### src/rtl/rbpe_pkg.sv
`timescale 1ns / 1ps
package rbpe_pkg;

  localparam int DEF_RING_DEPTH = 8192;
  localparam int DEF_FIR_TAPS   = 7;
  localparam int QUEUE_DEPTH    = 4;

  localparam int SAMPLE_W   = 32;
  localparam int PHASE_FRAC = 12;
  localparam int GAIN_W     = 16;
  localparam int GAIN_FRAC  = 15;
  localparam int ECHO_SHIFT = 14;
  localparam int MIX_W      = SAMPLE_W + GAIN_W;
  localparam int COEF_W     = 22;
  localparam int COEF_FRAC  = 20;
  localparam int COEF_COUNT = 7;
  localparam int TREE_N     = 8;
  localparam int ACC_W      = 64;
  localparam int ADDR_W     = 3;
  localparam int DATA_W     = 32;

  localparam logic [PHASE_FRAC:0] STEP_UNITY = 13'd4096;
  localparam logic [PHASE_FRAC:0] STEP_DOWN  = 13'd5120;
  localparam logic [PHASE_FRAC:0] STEP_UP    = 13'd3482;

  localparam logic signed [GAIN_W-1:0] GAIN_NEAR = 16'sd29491;
  localparam logic signed [GAIN_W-1:0] GAIN_FAR  = 16'sd9830;

  localparam logic signed [ACC_W-1:0] SAT_MAX = 64'sh0000_0000_7FFF_FFFF;
  localparam logic signed [ACC_W-1:0] SAT_MIN = -64'sh0000_0000_8000_0000;

  typedef enum logic {
    MODE_PITCH = 1'b0,
    MODE_ECHO  = 1'b1
  } effect_mode_t;

  typedef enum logic [1:0] {
    PITCH_UNITY = 2'd0,
    PITCH_LOWER = 2'd1,
    PITCH_RAISE = 2'd2
  } pitch_sel_t;

  typedef enum logic {
    REG_EFFECT_MODE  = 1'b0,
    REG_PITCH_SELECT = 1'b1
  } reg_idx_t;

  // per-request control carried from the front end to the memory stage
  typedef struct packed {
    effect_mode_t mode;
    logic         near_ok;
    logic         far_ok;
  } rbpe_ctl_t;

  function automatic logic signed [COEF_W-1:0] fir_coef(input int idx);
    logic signed [COEF_W-1:0] c;
    case (idx)
      0, 6:    c = 22'sd315;
      1, 5:    c = -22'sd105;
      2, 4:    c = 22'sd105;
      3:       c = 22'sd1048471;
      default: c = '0;
    endcase
    return c;
  endfunction

  function automatic logic [SAMPLE_W-1:0] sat_sample(input logic signed [ACC_W-1:0] v);
    logic [SAMPLE_W-1:0] r;
    if (v > SAT_MAX) begin
      r = 32'h7FFF_FFFF;
    end else if (v < SAT_MIN) begin
      r = 32'h8000_0000;
    end else begin
      r = v[SAMPLE_W-1:0];
    end
    return r;
  endfunction

endpackage

### src/rtl/rbpe_queue.sv
`timescale 1ns / 1ps
module rbpe_queue import rbpe_pkg::*; #(
  parameter int WIDTH = SAMPLE_W,
  parameter int DEPTH = QUEUE_DEPTH
) (
  input  logic             clk,
  input  logic             rst,
  input  logic             push,
  input  logic [WIDTH-1:0] push_data,
  output logic             full,
  input  logic             pop,
  output logic [WIDTH-1:0] pop_data,
  output logic             empty
);

  localparam int PTR_W = $clog2(DEPTH);
  localparam int CNT_W = $clog2(DEPTH + 1);

  logic [WIDTH-1:0] slot [DEPTH];
  logic [PTR_W-1:0] wr_ptr;
  logic [PTR_W-1:0] rd_ptr;
  logic [CNT_W-1:0] count;

  assign full     = (count == CNT_W'(DEPTH));
  assign empty    = (count == '0);
  assign pop_data = slot[rd_ptr];

  always_ff @(posedge clk) begin
    if (push) begin
      slot[wr_ptr] <= push_data;
    end
  end

  always_ff @(posedge clk) begin
    if (rst) begin
      wr_ptr <= '0;
      rd_ptr <= '0;
      count  <= '0;
    end else begin
      if (push) begin
        wr_ptr <= (wr_ptr == PTR_W'(DEPTH - 1)) ? '0 : wr_ptr + 1'b1;
      end
      if (pop) begin
        rd_ptr <= (rd_ptr == PTR_W'(DEPTH - 1)) ? '0 : rd_ptr + 1'b1;
      end
      case ({push, pop})
        2'b10:   count <= count + 1'b1;
        2'b01:   count <= count - 1'b1;
        default: count <= count;
      endcase
    end
  end

endmodule

### config.mk
export PLATFORM = sky130hd
export DESIGN_NAME = rbpe_queue
export DESIGN_NICKNAME = d
export VERILOG_FILES = /design/src/rtl/rbpe_pkg.sv /design/src/rtl/rbpe_queue.sv
export SDC_FILE = /design/constraint.sdc
export NUM_CORES = 1
export LEC_CHECK = 0
export ABC_AREA = 1
export BUFFER_PORTS_ARGS = -buffer_cell sky130_fd_sc_hd__buf_4
export CORE_MARGIN = 2
export CORE_UTILIZATION = 50
export CTS_CLUSTER_DIAMETER = 120
export CTS_CLUSTER_SIZE = 14
export DETAILED_ROUTE_END_ITERATION = 12
export GPL_ROUTABILITY_DRIVEN = 0
export PLACE_DENSITY = 0.84
export SETUP_SLACK_MARGIN = 0.5
export SLEW_MARGIN = 20
export SYNTH_ARGS = -nofsm -noshare
export SYNTH_HDL_FRONTEND = slang
export SYNTH_SLANG_ARGS = --single-unit
### constraint.sdc
create_clock -name clk -period 1.6 [get_ports clk]
set_input_delay 0.48 -clock clk [delete_from_list [all_inputs] [get_ports clk]]
set_output_delay 0.48 -clock clk [all_outputs]
set_load 0.02 [all_outputs]
==> run_results.csv <==
group,metric,value,unit
run_status,status,"complete, but fails checks",
run_status,violations,"setup timing",
critical_path,crit_arrival,1.69,ns
synthesis,synth_top_area_share,73.4,%
placement,place_area,0.00669,mm2
sta,fin_worst_skew,0.00970,ns
sta,layout_setup_ws,-0.575,ns
synthesis,synth_common_cells,"edfxtp_1, nor2_1, o21ai_0",
global_routing,overflow,0,
route,drc,0,
clocking,numCtsBuffers,17,
critical_path,crit_top_cell,"buf_6",
final_layout,final_nets,554,
clocking,path_clk_slew,0.07,ns
placement,pre_cts_slack,-0.122,ns
sta,clock.fmax,460,MHz
clocking,clock_sinks,137,
final_layout,multi_input_area,0.00179,mm2
global_routing,track_usage,26.7,%
critical_path,worstPathCellList,"buf_6, clkbuf_16, nor2_1, o22ai_2, buf_6",
route,ant_nets,0,
sta,maxSlewHeadroom,79.2,%
power_and_ir_drop,p_switching,0.00261,W
critical_path,reg2reg_to,"slot[3][8]$_DFFE_PP_",
critical_path,cp_slowest_cell,"dfxtp_4",
sta,rsz0062_at_grt,"true",
route,dr_wl_met2,8320,um
final_layout,ff_latch_area,0.00405,mm2
critical_path,crit_path_start_kind,"flip-flop",
critical_path,max_stage_delay,0.40,ns
route,wl_met3,1300,um
global_routing,grt_pass1_wl,21700,um
synthesis,yosys.area.top_type,"edfxtp_1",
die,core,0.0102,mm2
route,routed_wl,16700,um
clocking,htreeDepth,4,
power_and_ir_drop,seq_power_share,42.7,%
power_and_ir_drop,power,0.00982,W
sta,whs,0.142,ns
synthesis,syn_area_per_cell,14.2,um2
route,drt-initial-drc-count,411,
final_layout,fin_area,0.00840,mm2
synthesis,synth_edf_count,128,
critical_path,r2r-start,"wr_ptr[0]$_SDFFE_PP0P_",
global_routing,grt_pass1_vias,3861,
die,boundaryPins,70,
critical_path,path_class,"reg2out",
synthesis,synthesis.nets,412,
die,start_util,51.2,%
route,drtPass1Iterations,7,
clocking,cts-root-buf,"clkbuf_8",
sta,timing.final.crit_period,2.17,ns
critical_path,r2r_cells,6,
sta,finalHoldViolCount,0,
clocking,clkLatencyLatePin,0.54,ns
route,wl_met1,6440,um
job,drv_cap,0,
route,wire_per_inst,25.2,um
synthesis,syn-instance-count,369,
critical_path,crit_path_end,"pop_data[30]",
synthesis,ys_top_cells_by_area,"edfxtp_1, nor2_1, o21ai_0",
sta,drv_slew,0,
sta,fin_crit_sh,136,%
power_and_ir_drop,cellLeakagePower,3.04,nW
final_layout,n_antenna_cell,0,
die,die_area,0.0113,mm2
min_path,hold_path_class,"in2reg",
die,die_height,106,um
synthesis,async_flop_share,0,%
placement,hpwl,7140,um
critical_path,end_kind,"output pin",
global_routing,grt_max_degree,25,
final_layout,syn_to_final_growth,60.4,%
power_and_ir_drop,power_frac_clock,37.9,%
synthesis,synth_cell_type_count,20,
power_and_ir_drop,combPwrFrac,19.4,%
clocking,cts_buffer_depth,2,
sta,worstMarginPinSlew,0.312,ns
route,top_layer_used,"met4",
synthesis,yosysWarnings,0,
route,routed-via-count,3936,
placement,io_buffers,69,
final_layout,layout-drive-gt1-share,61.3,%
critical_path,cp.required,1.12,ns
power_and_ir_drop,p_int,0.00721,W
synthesis,synth_seq_cells,137,
global_routing,antenna_found_initial,0,
die,rows,37,
synthesis,synth.most_common_cell,"edfxtp_1",
power_and_ir_drop,peakVddDrop,0.000857,V
critical_path,r2r_slack,0.15,ns
power_and_ir_drop,power_density,1170,mW/mm2
final_layout,fin_util,82.1,%
synthesis,synth-main-ff-cell,"edfxtp_1",
synthesis,ys_seq_area_share,76.8,%
final_layout,nFillCells,466,
die,die_w,106,um
sta,setup_viol,34,
power_and_ir_drop,p_sw_share,26.6,%
synthesis,syn_area,0.00524,mm2
clocking,cts_tree,"yes",
critical_path,worstPathMaxFanout,6,
route,vias_per_cell,5.96,
-- sequential cells by signal, summed over array words and instances (netlist names), named ones only --
signal  count
count       3
slot      128
rd_ptr      2
wr_ptr      2
-- cells by family (layout without fill, tap and decap cells) --
group                      count (synthesis)  after routing  share of synthesized area (%)
adders and majority gates                  7              7                           1.82
and+or+nand+nor                           83             83                           6.12
buffers and inverters                     37            192                           4.44
AOI/OAI and AO/OA                        105            105                           10.8
DFF                                      137            137                           76.8
-- how the worst min path moves through the flow --
stage,from,end,slack (ns),depth (start not counted)
finish,rst,wr_ptr[0]$_SDFFE_PP0P_,0.14,2
global route,rst,wr_ptr[0]$_SDFFE_PP0P_,0.11,2
CTS,rst,wr_ptr[0]$_SDFFE_PP0P_,0.10,2
detailed placement,wr_ptr[1]$_SDFFE_PP0P_,wr_ptr[1]$_SDFFE_PP0P_,0.50,2
global placement,wr_ptr[1]$_SDFFE_PP0P_,wr_ptr[1]$_SDFFE_PP0P_,0.47,2
floorplan,wr_ptr[1]$_SDFFE_PP0P_,wr_ptr[1]$_SDFFE_PP0P_,0.46,2
-- critical path: cells and delay by family (launching register included) --
family / cells / cell delay, ns
buf+inv: 3 / 0.47
flops: 1 / 0.40
simple gates: 1 / 0.17
compound gates: 1 / 0.11
-- cell usage in the layout (no fill, tap or decap), types with 6 or more instances in the layout --
| master | n |
|---|---|
| nor2_1 | 36 |
| nor2_2 | 27 |
| buf_4 | 54 |
| o21ai_2 | 34 |
| o22ai_2 | 21 |
| dfxtp_4 | 6 |
| clkinvlp_4 | 6 |
| buf_16 | 6 |
| o21ai_4 | 13 |
| o22ai_4 | 11 |
| edfxtp_1 | 128 |
| buf_6 | 57 |
| nor2_4 | 6 |
| clkbuf_16 | 21 |
| o21ai_1 | 17 |
| buf_12 | 19 |
-- cell type report --
type | instances | share of cell area [%]
flip-flops and latches | 137 | 48.2
multi-input cells | 195 | 21.3
repair buffers | 142 | 20.6
clock buffers | 19 | 5.02
well taps | 136 | 2.03
clock inverters | 13 | 1.55
inverters | 18 | 1.35
-- repair_timing --
action                     in CTS  in global routing
setup buffers                  17                 14
hold buffers                    0                  0
pin swaps                       8                 26
gates cloned                    7                  5
gates resized for setup       103                 72
setup endpoints to repair     164                168
-- through the flow --
stage               cells  TNS [ns]
floorplan             369         0
global placement      585    -0.478
detailed placement    585     -1.84
CTS                   641    -16.77
global route          660    -18.94
finish                660    -17.26
-- power groups by stage --
| stage | Sequential (W) | Clock (W) | Combinational, W |
|---|---|---|---|
| 3_3_place_gp | 0.00423 | 0 | 0.00129 |
| 6_report | 0.00419 | 0.00373 | 0.00190 |
| 3_5_place_dp | 0.00424 | 0 | 0.00133 |
| 2_1_floorplan | 0.00422 | 0 | 0.000798 |
| 5_1_grt | 0.00420 | 0.00393 | 0.00198 |
| 4_1_cts | 0.00417 | 0.00367 | 0.00160 |
-- routing by layer --
layer | global-route usage, % | vias up
met5 | 0 | -
met4 | 13.3 | 0
met3 | 8.15 | 49
met2 | 43.3 | 254
met1 | 32.4 | 1967
li1 | - | 1666
Power figures use the tool's default switching activity.
