--- src/rtl/rbpe_pkg.sv ---
`timescale 1ns / 1ps
package rbpe_pkg;

  localparam int DEF_RING_DEPTH = 8192;
  localparam int DEF_FIR_TAPS   = 7;
  localparam int QUEUE_DEPTH    = 4;

  localparam int SAMPLE_W   = 32;
  localparam int PHASE_FRAC = 12;
  localparam int GAIN_W     = 16;
  localparam int GAIN_FRAC  = 15;
  localparam int ECHO_SHIFT = 14;
  localparam int MIX_W      = SAMPLE_W + GAIN_W;
  localparam int COEF_W     = 22;
  localparam int COEF_FRAC  = 20;
  localparam int COEF_COUNT = 7;
  localparam int TREE_N     = 8;
  localparam int ACC_W      = 64;
  localparam int ADDR_W     = 3;
  localparam int DATA_W     = 32;

  localparam logic [PHASE_FRAC:0] STEP_UNITY = 13'd4096;
  localparam logic [PHASE_FRAC:0] STEP_DOWN  = 13'd5120;
  localparam logic [PHASE_FRAC:0] STEP_UP    = 13'd3482;

  localparam logic signed [GAIN_W-1:0] GAIN_NEAR = 16'sd29491;
  localparam logic signed [GAIN_W-1:0] GAIN_FAR  = 16'sd9830;

  localparam logic signed [ACC_W-1:0] SAT_MAX = 64'sh0000_0000_7FFF_FFFF;
  localparam logic signed [ACC_W-1:0] SAT_MIN = -64'sh0000_0000_8000_0000;

  typedef enum logic {
    MODE_PITCH = 1'b0,
    MODE_ECHO  = 1'b1
  } effect_mode_t;

  typedef enum logic [1:0] {
    PITCH_UNITY = 2'd0,
    PITCH_LOWER = 2'd1,
    PITCH_RAISE = 2'd2
  } pitch_sel_t;

  typedef enum logic {
    REG_EFFECT_MODE  = 1'b0,
    REG_PITCH_SELECT = 1'b1
  } reg_idx_t;

  // per-request control carried from the front end to the memory stage
  typedef struct packed {
    effect_mode_t mode;
    logic         near_ok;
    logic         far_ok;
  } rbpe_ctl_t;

  function automatic logic signed [COEF_W-1:0] fir_coef(input int idx);
    logic signed [COEF_W-1:0] c;
    case (idx)
      0, 6:    c = 22'sd315;
      1, 5:    c = -22'sd105;
      2, 4:    c = 22'sd105;
      3:       c = 22'sd1048471;
      default: c = '0;
    endcase
    return c;
  endfunction

  function automatic logic [SAMPLE_W-1:0] sat_sample(input logic signed [ACC_W-1:0] v);
    logic [SAMPLE_W-1:0] r;
    if (v > SAT_MAX) begin
      r = 32'h7FFF_FFFF;
    end else if (v < SAT_MIN) begin
      r = 32'h8000_0000;
    end else begin
      r = v[SAMPLE_W-1:0];
    end
    return r;
  endfunction

endpackage

--- src/rtl/rbpe_front.sv ---
`timescale 1ns / 1ps
module rbpe_front import rbpe_pkg::*; #(
  parameter int RING_DEPTH = DEF_RING_DEPTH
) (
  input  logic                               clk,
  input  logic                               rst,
  input  logic signed [SAMPLE_W-1:0]         sample_in,
  input  logic                               in_valid,
  output logic                               in_stall,
  input  effect_mode_t                       effect_mode,
  input  logic [1:0]                         pitch_select,
  input  logic                               q_full,
  output logic                               q_push,
  output logic [SAMPLE_W-1:0]                q_sample,
  output logic [$clog2(RING_DEPTH)-1:0]      q_waddr,
  output logic [$clog2(RING_DEPTH)-1:0]      q_raddr_near,
  output logic [$clog2(RING_DEPTH)-1:0]      q_raddr_far,
  output rbpe_ctl_t                          q_ctl
);

  localparam int AW = $clog2(RING_DEPTH);
  localparam int PW = AW + PHASE_FRAC;

  logic [AW-1:0]         wp;
  logic                  wrapped;
  logic [PW-1:0]         phase;
  logic [AW-1:0]         echo_ptr;
  logic [PHASE_FRAC:0]   step;
  logic                  accept;

  assign in_stall = q_full;
  assign accept   = in_valid && !q_full;
  assign q_push   = accept;
  assign q_sample = sample_in;
  assign q_waddr  = wp;

  always_comb begin
    case (pitch_select)
      PITCH_LOWER: step = STEP_DOWN;
      PITCH_RAISE: step = STEP_UP;
      default:     step = STEP_UNITY;
    endcase
    if (effect_mode == MODE_ECHO) begin
      q_raddr_near = echo_ptr;
    end else begin
      q_raddr_near = phase[PW-1:PHASE_FRAC];
    end
    q_raddr_far   = echo_ptr + AW'(RING_DEPTH / 2);
    // entries are written in order from zero, so anything at or below the
    // write address (this request's write included) holds a real sample
    q_ctl.mode    = effect_mode;
    q_ctl.near_ok = wrapped || (q_raddr_near <= wp);
    q_ctl.far_ok  = wrapped || (q_raddr_far <= wp);
  end

  always_ff @(posedge clk) begin
    if (rst) begin
      wp       <= '0;
      wrapped  <= 1'b0;
      phase    <= '0;
      echo_ptr <= '0;
    end else if (accept) begin
      wp <= wp + 1'b1;
      if (wp == {AW{1'b1}}) begin
        wrapped <= 1'b1;
      end
      if (effect_mode == MODE_ECHO) begin
        echo_ptr <= echo_ptr + 1'b1;
      end else begin
        phase <= phase + PW'(step);
      end
    end
  end

endmodule

--- config.mk ---
export PLATFORM = sky130hd
export DESIGN_NAME = rbpe_front
export DESIGN_NICKNAME = d
export VERILOG_FILES = /design/src/rtl/rbpe_pkg.sv /design/src/rtl/rbpe_front.sv
export SDC_FILE = /design/constraint.sdc
export NUM_CORES = 1
export LEC_CHECK = 0
export BUFFER_PORTS_ARGS = -buffer_cell sky130_fd_sc_hd__buf_2
export CORE_ASPECT_RATIO = 2
export CORE_MARGIN = 1
export CORE_UTILIZATION = 58
export CTS_BUF_LIST = sky130_fd_sc_hd__clkbuf_8
export CTS_CLUSTER_SIZE = 24
export DETAILED_ROUTE_END_ITERATION = 8
export PLACE_DENSITY = 0.95
export RECOVER_POWER = 50
export SYNTH_ARGS = -nofsm -noshare
export SYNTH_HDL_FRONTEND = slang
export SYNTH_SLANG_ARGS = --single-unit
--- constraint.sdc ---
create_clock -name clk -period 4.4 [get_ports clk]
set_input_delay 0 -clock clk [delete_from_list [all_inputs] [get_ports clk]]
set_output_delay 0 -clock clk [all_outputs]
set_load 0.05 [all_outputs]
==> summary.md <==
| Metric | Value |
|---|---|
| Share of layout cells above drive strength 1 | 11.2% |
| Max Slew Vio Count | 0 |
| Worst hold margin | 0.0140 ps |
| Final setup fails | 0 |
| Post-CTS sizing | 0 |
| CTS tree | yes |
| Initial Util | 59.9% |
| Tmin final | 2730 ps |
| Post-synthesis xor/xnor area fraction | 6.95% |
| Top area cells in the synthesized netlist | dfxtp_1 27%, ha_1 11%, buf_4 9.3%, xnor2_1 4.9%, a21oi_1 4.5% |
| Max cap viols | 0 |
| Simple-gate portion of the synthesized area | 21.3% |
| Routed WL per cell | 16.2 um |
| Async SR Flop Fraction | 0% |
| First-pass detailed-route iteration total | 4 |
| CTS Root Cell | clkbuf_8 |
| Gr usage total | 27.5% |
| Post-layout net count | 528 |
| Core area | 6310 um2 |
| Crit start category | input port |
| Commonest non-fill, non-tap cell in the layout | dfxtp_1 |
| Hold path start | sample_in[29] |
| CP arrival | 2730 ps |
| Worst slew pin tran | 1040 ps |
| Hold Path Cell Cnt | 0 |
| Number of synthesized flops with an enable pin | 0 |
| Yosys top cell area share | 27.0% |
| DR vias | 3199 |
| Final routed DRC violation total | 0 |
| FF-to-FF Start | phase[1]$_SDFFE_PP0P_ |
| FP Rows | 41 |
| Cts bufs inserted | 5 |
| Antenna cells | 0 |
| Io pins | 115 |
| Pleak | 1.51 nW |
| Initial antenna violation count | 0 |
| # hold bufs at CTS | 0 |
| Reg2reg setup slack | 1720 ps |
| Slew HR | 30.8% |
| Reg2Reg Depth | 8 |
| Place WS | 1340 ps |
| Reg-to-reg endpoint | phase[17]$_SDFFE_PP0P_ |
| Syn_area_per_cell | 8.15 um2 |
| Area leader, netlist | dfxtp_1 |
| CP required | 4400 ps |
| Status | finished, final reports clean |
| Final WL | 8780 um |
| Fmax | 366 MHz |
| Hold Path Class | in -> out |
| Post-DRT Antenna Nets | 0 |
| Main combinational cell family by area after synthesis | simple AND/OR/NAND/NOR gates |
| Longest Clk Path Bufs | 2 |
| Die H | 116 um |
| Cell count after synthesis | 464 |
| PwrDens | 254 nW/um2 |
| Fin Clk Skew | 13.6 ps |
| Postcts setup bufs | 0 |
| Final Hold Viols | 0 |
| Worst Setup End Kind | output port |
| Hold Path End | q_sample[29] |
| Crit-path max FO | 21 |
| Syn-to-layout area delta | 0.496% |
| Syn Std Cell Area | 3780 um2 |
| Compound-Gate Fraction of Synth Area | 15.3% |
| Worst-Skew Late Latency | 320 ps |
| Commonest cells after routing, fill and taps aside | 51 x dfxtp_1, 40 x nor2_1, 34 x a21oi_1, 34 x ha_1, 31 x nand2_1 |
| Htree depth | 2 |
| Clock sinks | 51 |
| GRT overflow | 0 |
| Vias in the first global route | 3185 |
| Crit share post-route | 62.1% |
| TNS Setup | 0 ps |
| Iter 0 DRT Violations | 131 |
| Cell Count, Final, Fillers Out | 542 |
| First-pass GRT wire length | 14200 um |
| Ys flop type | dfxtp_1 |
| Yosys warning count | 0 |
| Post-synth cell types | 54 |
| Sequential cell area fraction in the yosys report | 27.0% |
| Final WS setup | 1670 ps |
| DIE AREA | 6870 um2 |
| Setup repair after global routing missed its margin | false |
| Critical setup path kind | in -> out |
| Total power | 966 uW |
| Syn nets | 537 |
| Synthesized flop and latch total | 51 |
| Mux contribution to synthesized area | 3.80% |
| DP Cell Count | 534 |
| DR vias/cell | 5.90 |
| Largest net degree at the start of global routing | 55 |
| RD Place Congestion | 0.982 |
| IO buf count | 50 |
| Post-Synth Adder-Cell Area | 11.2% |
| Peak supply drop | 0.000234 V |
| Final HPWL DP | 6750 um |
| Layout fillers | 581 |
| Die width | 59.1 um |
## routing by layer
metal  track usage [%]  vias to the layer above  routed length (um)
met5                 0                        -                   0
met3              5.32                       46                 338
met2              50.7                       88                4770
met4              21.3                        0                 549
met1              25.3                     1512                3120
li1                  -                     1553                   -
## final cells by class
type	instances	area, um2	area share [%]
clock buffers	5	68.8	1.81
clock inverters	3	63.8	1.68
inverters	26	97.6	2.57
multi-input cells	320	2220	58.4
flip-flops and latches	51	1020	26.9
well taps	86	108	2.83
repair buffers	51	224	5.89
## cell usage after synthesis (all sizes together) (4+ instances only)
| cell type | instances |
|---|---|
| nor3 | 5 |
| dfxtp | 51 |
| and2 | 6 |
| xnor2 | 21 |
| clkbuf | 10 |
| a21oi | 34 |
| mux2 | 11 |
| inv | 26 |
| nor2 | 40 |
| buf | 57 |
| nand4 | 12 |
| a21o | 9 |
| nand2 | 31 |
| o21a | 7 |
| and4 | 4 |
| o21ai | 28 |
| ha | 34 |
| or3 | 15 |
| nor2b | 7 |
| nor3b | 4 |
| and3 | 4 |
| xor2 | 9 |
| nand3 | 7 |
## logic make-up (layout without fill, tap and decap cells)
group / count (synthesis) / in the layout
AO/OA/AOI/OAI: 95 / 95
multiplexers: 13 / 13
buffers and inverters: 93 / 85
adder cells (fa/ha/maj): 34 / 34
XOR/XNOR: 30 / 30
flip-flops: 51 / 51
AND/OR/NAND/NOR: 148 / 148
## per-stage QoR
stage | area (um2) | utilization [%]
finish | 3800 | 60.2
global route | 3800 | 60.2
CTS | 3830 | 60.8
detailed placement | 3700 | 58.7
global placement | 3700 | 58.7
floorplan | 3780 | -
## worst max-delay path by stage
stage | from | to | slack [ps] | cells after the start
3_5_place_dp | pitch_select[0] | phase[17]$_SDFFE_PP0P_ | 1340 | 11
2_1_floorplan | phase[22]$_SDFFE_PP0P_ | q_ctl[1] | 830 | 8
6_report | effect_mode | q_ctl[1] | 1670 | 10
4_1_cts | pitch_select[0] | phase[17]$_SDFFE_PP0P_ | 1650 | 11
3_3_place_gp | pitch_select[0] | phase[17]$_SDFFE_PP0P_ | 1490 | 11
5_1_grt | pitch_select[0] | phase[17]$_SDFFE_PP0P_ | 1340 | 11
## report_power, final
part | total [mW] | switching (mW) | internal [mW]
Clock | 0.390 | 0.165 | 0.225
Combinational | 0.103 | 0.0687 | 0.0341
Sequential | 0.472 | 0.00679 | 0.466
Total | 0.966 | 0.241 | 0.725
## critical path: stages
cell and delay (ps):
clkbuf_1 750, mux2_2 440, ha_1 290, nor2b_1 130, o21a_1 160, o21a_1 170
o21a_1 170, o21a_1 160, o21ai_0 170, buf_2 290
## flip-flops by register name, summed over array words and instances (netlist names)
signal and cells:
phase 24, wrapped 1, echo_ptr 13, q_waddr 13
(Power assumes the default switching activity.)
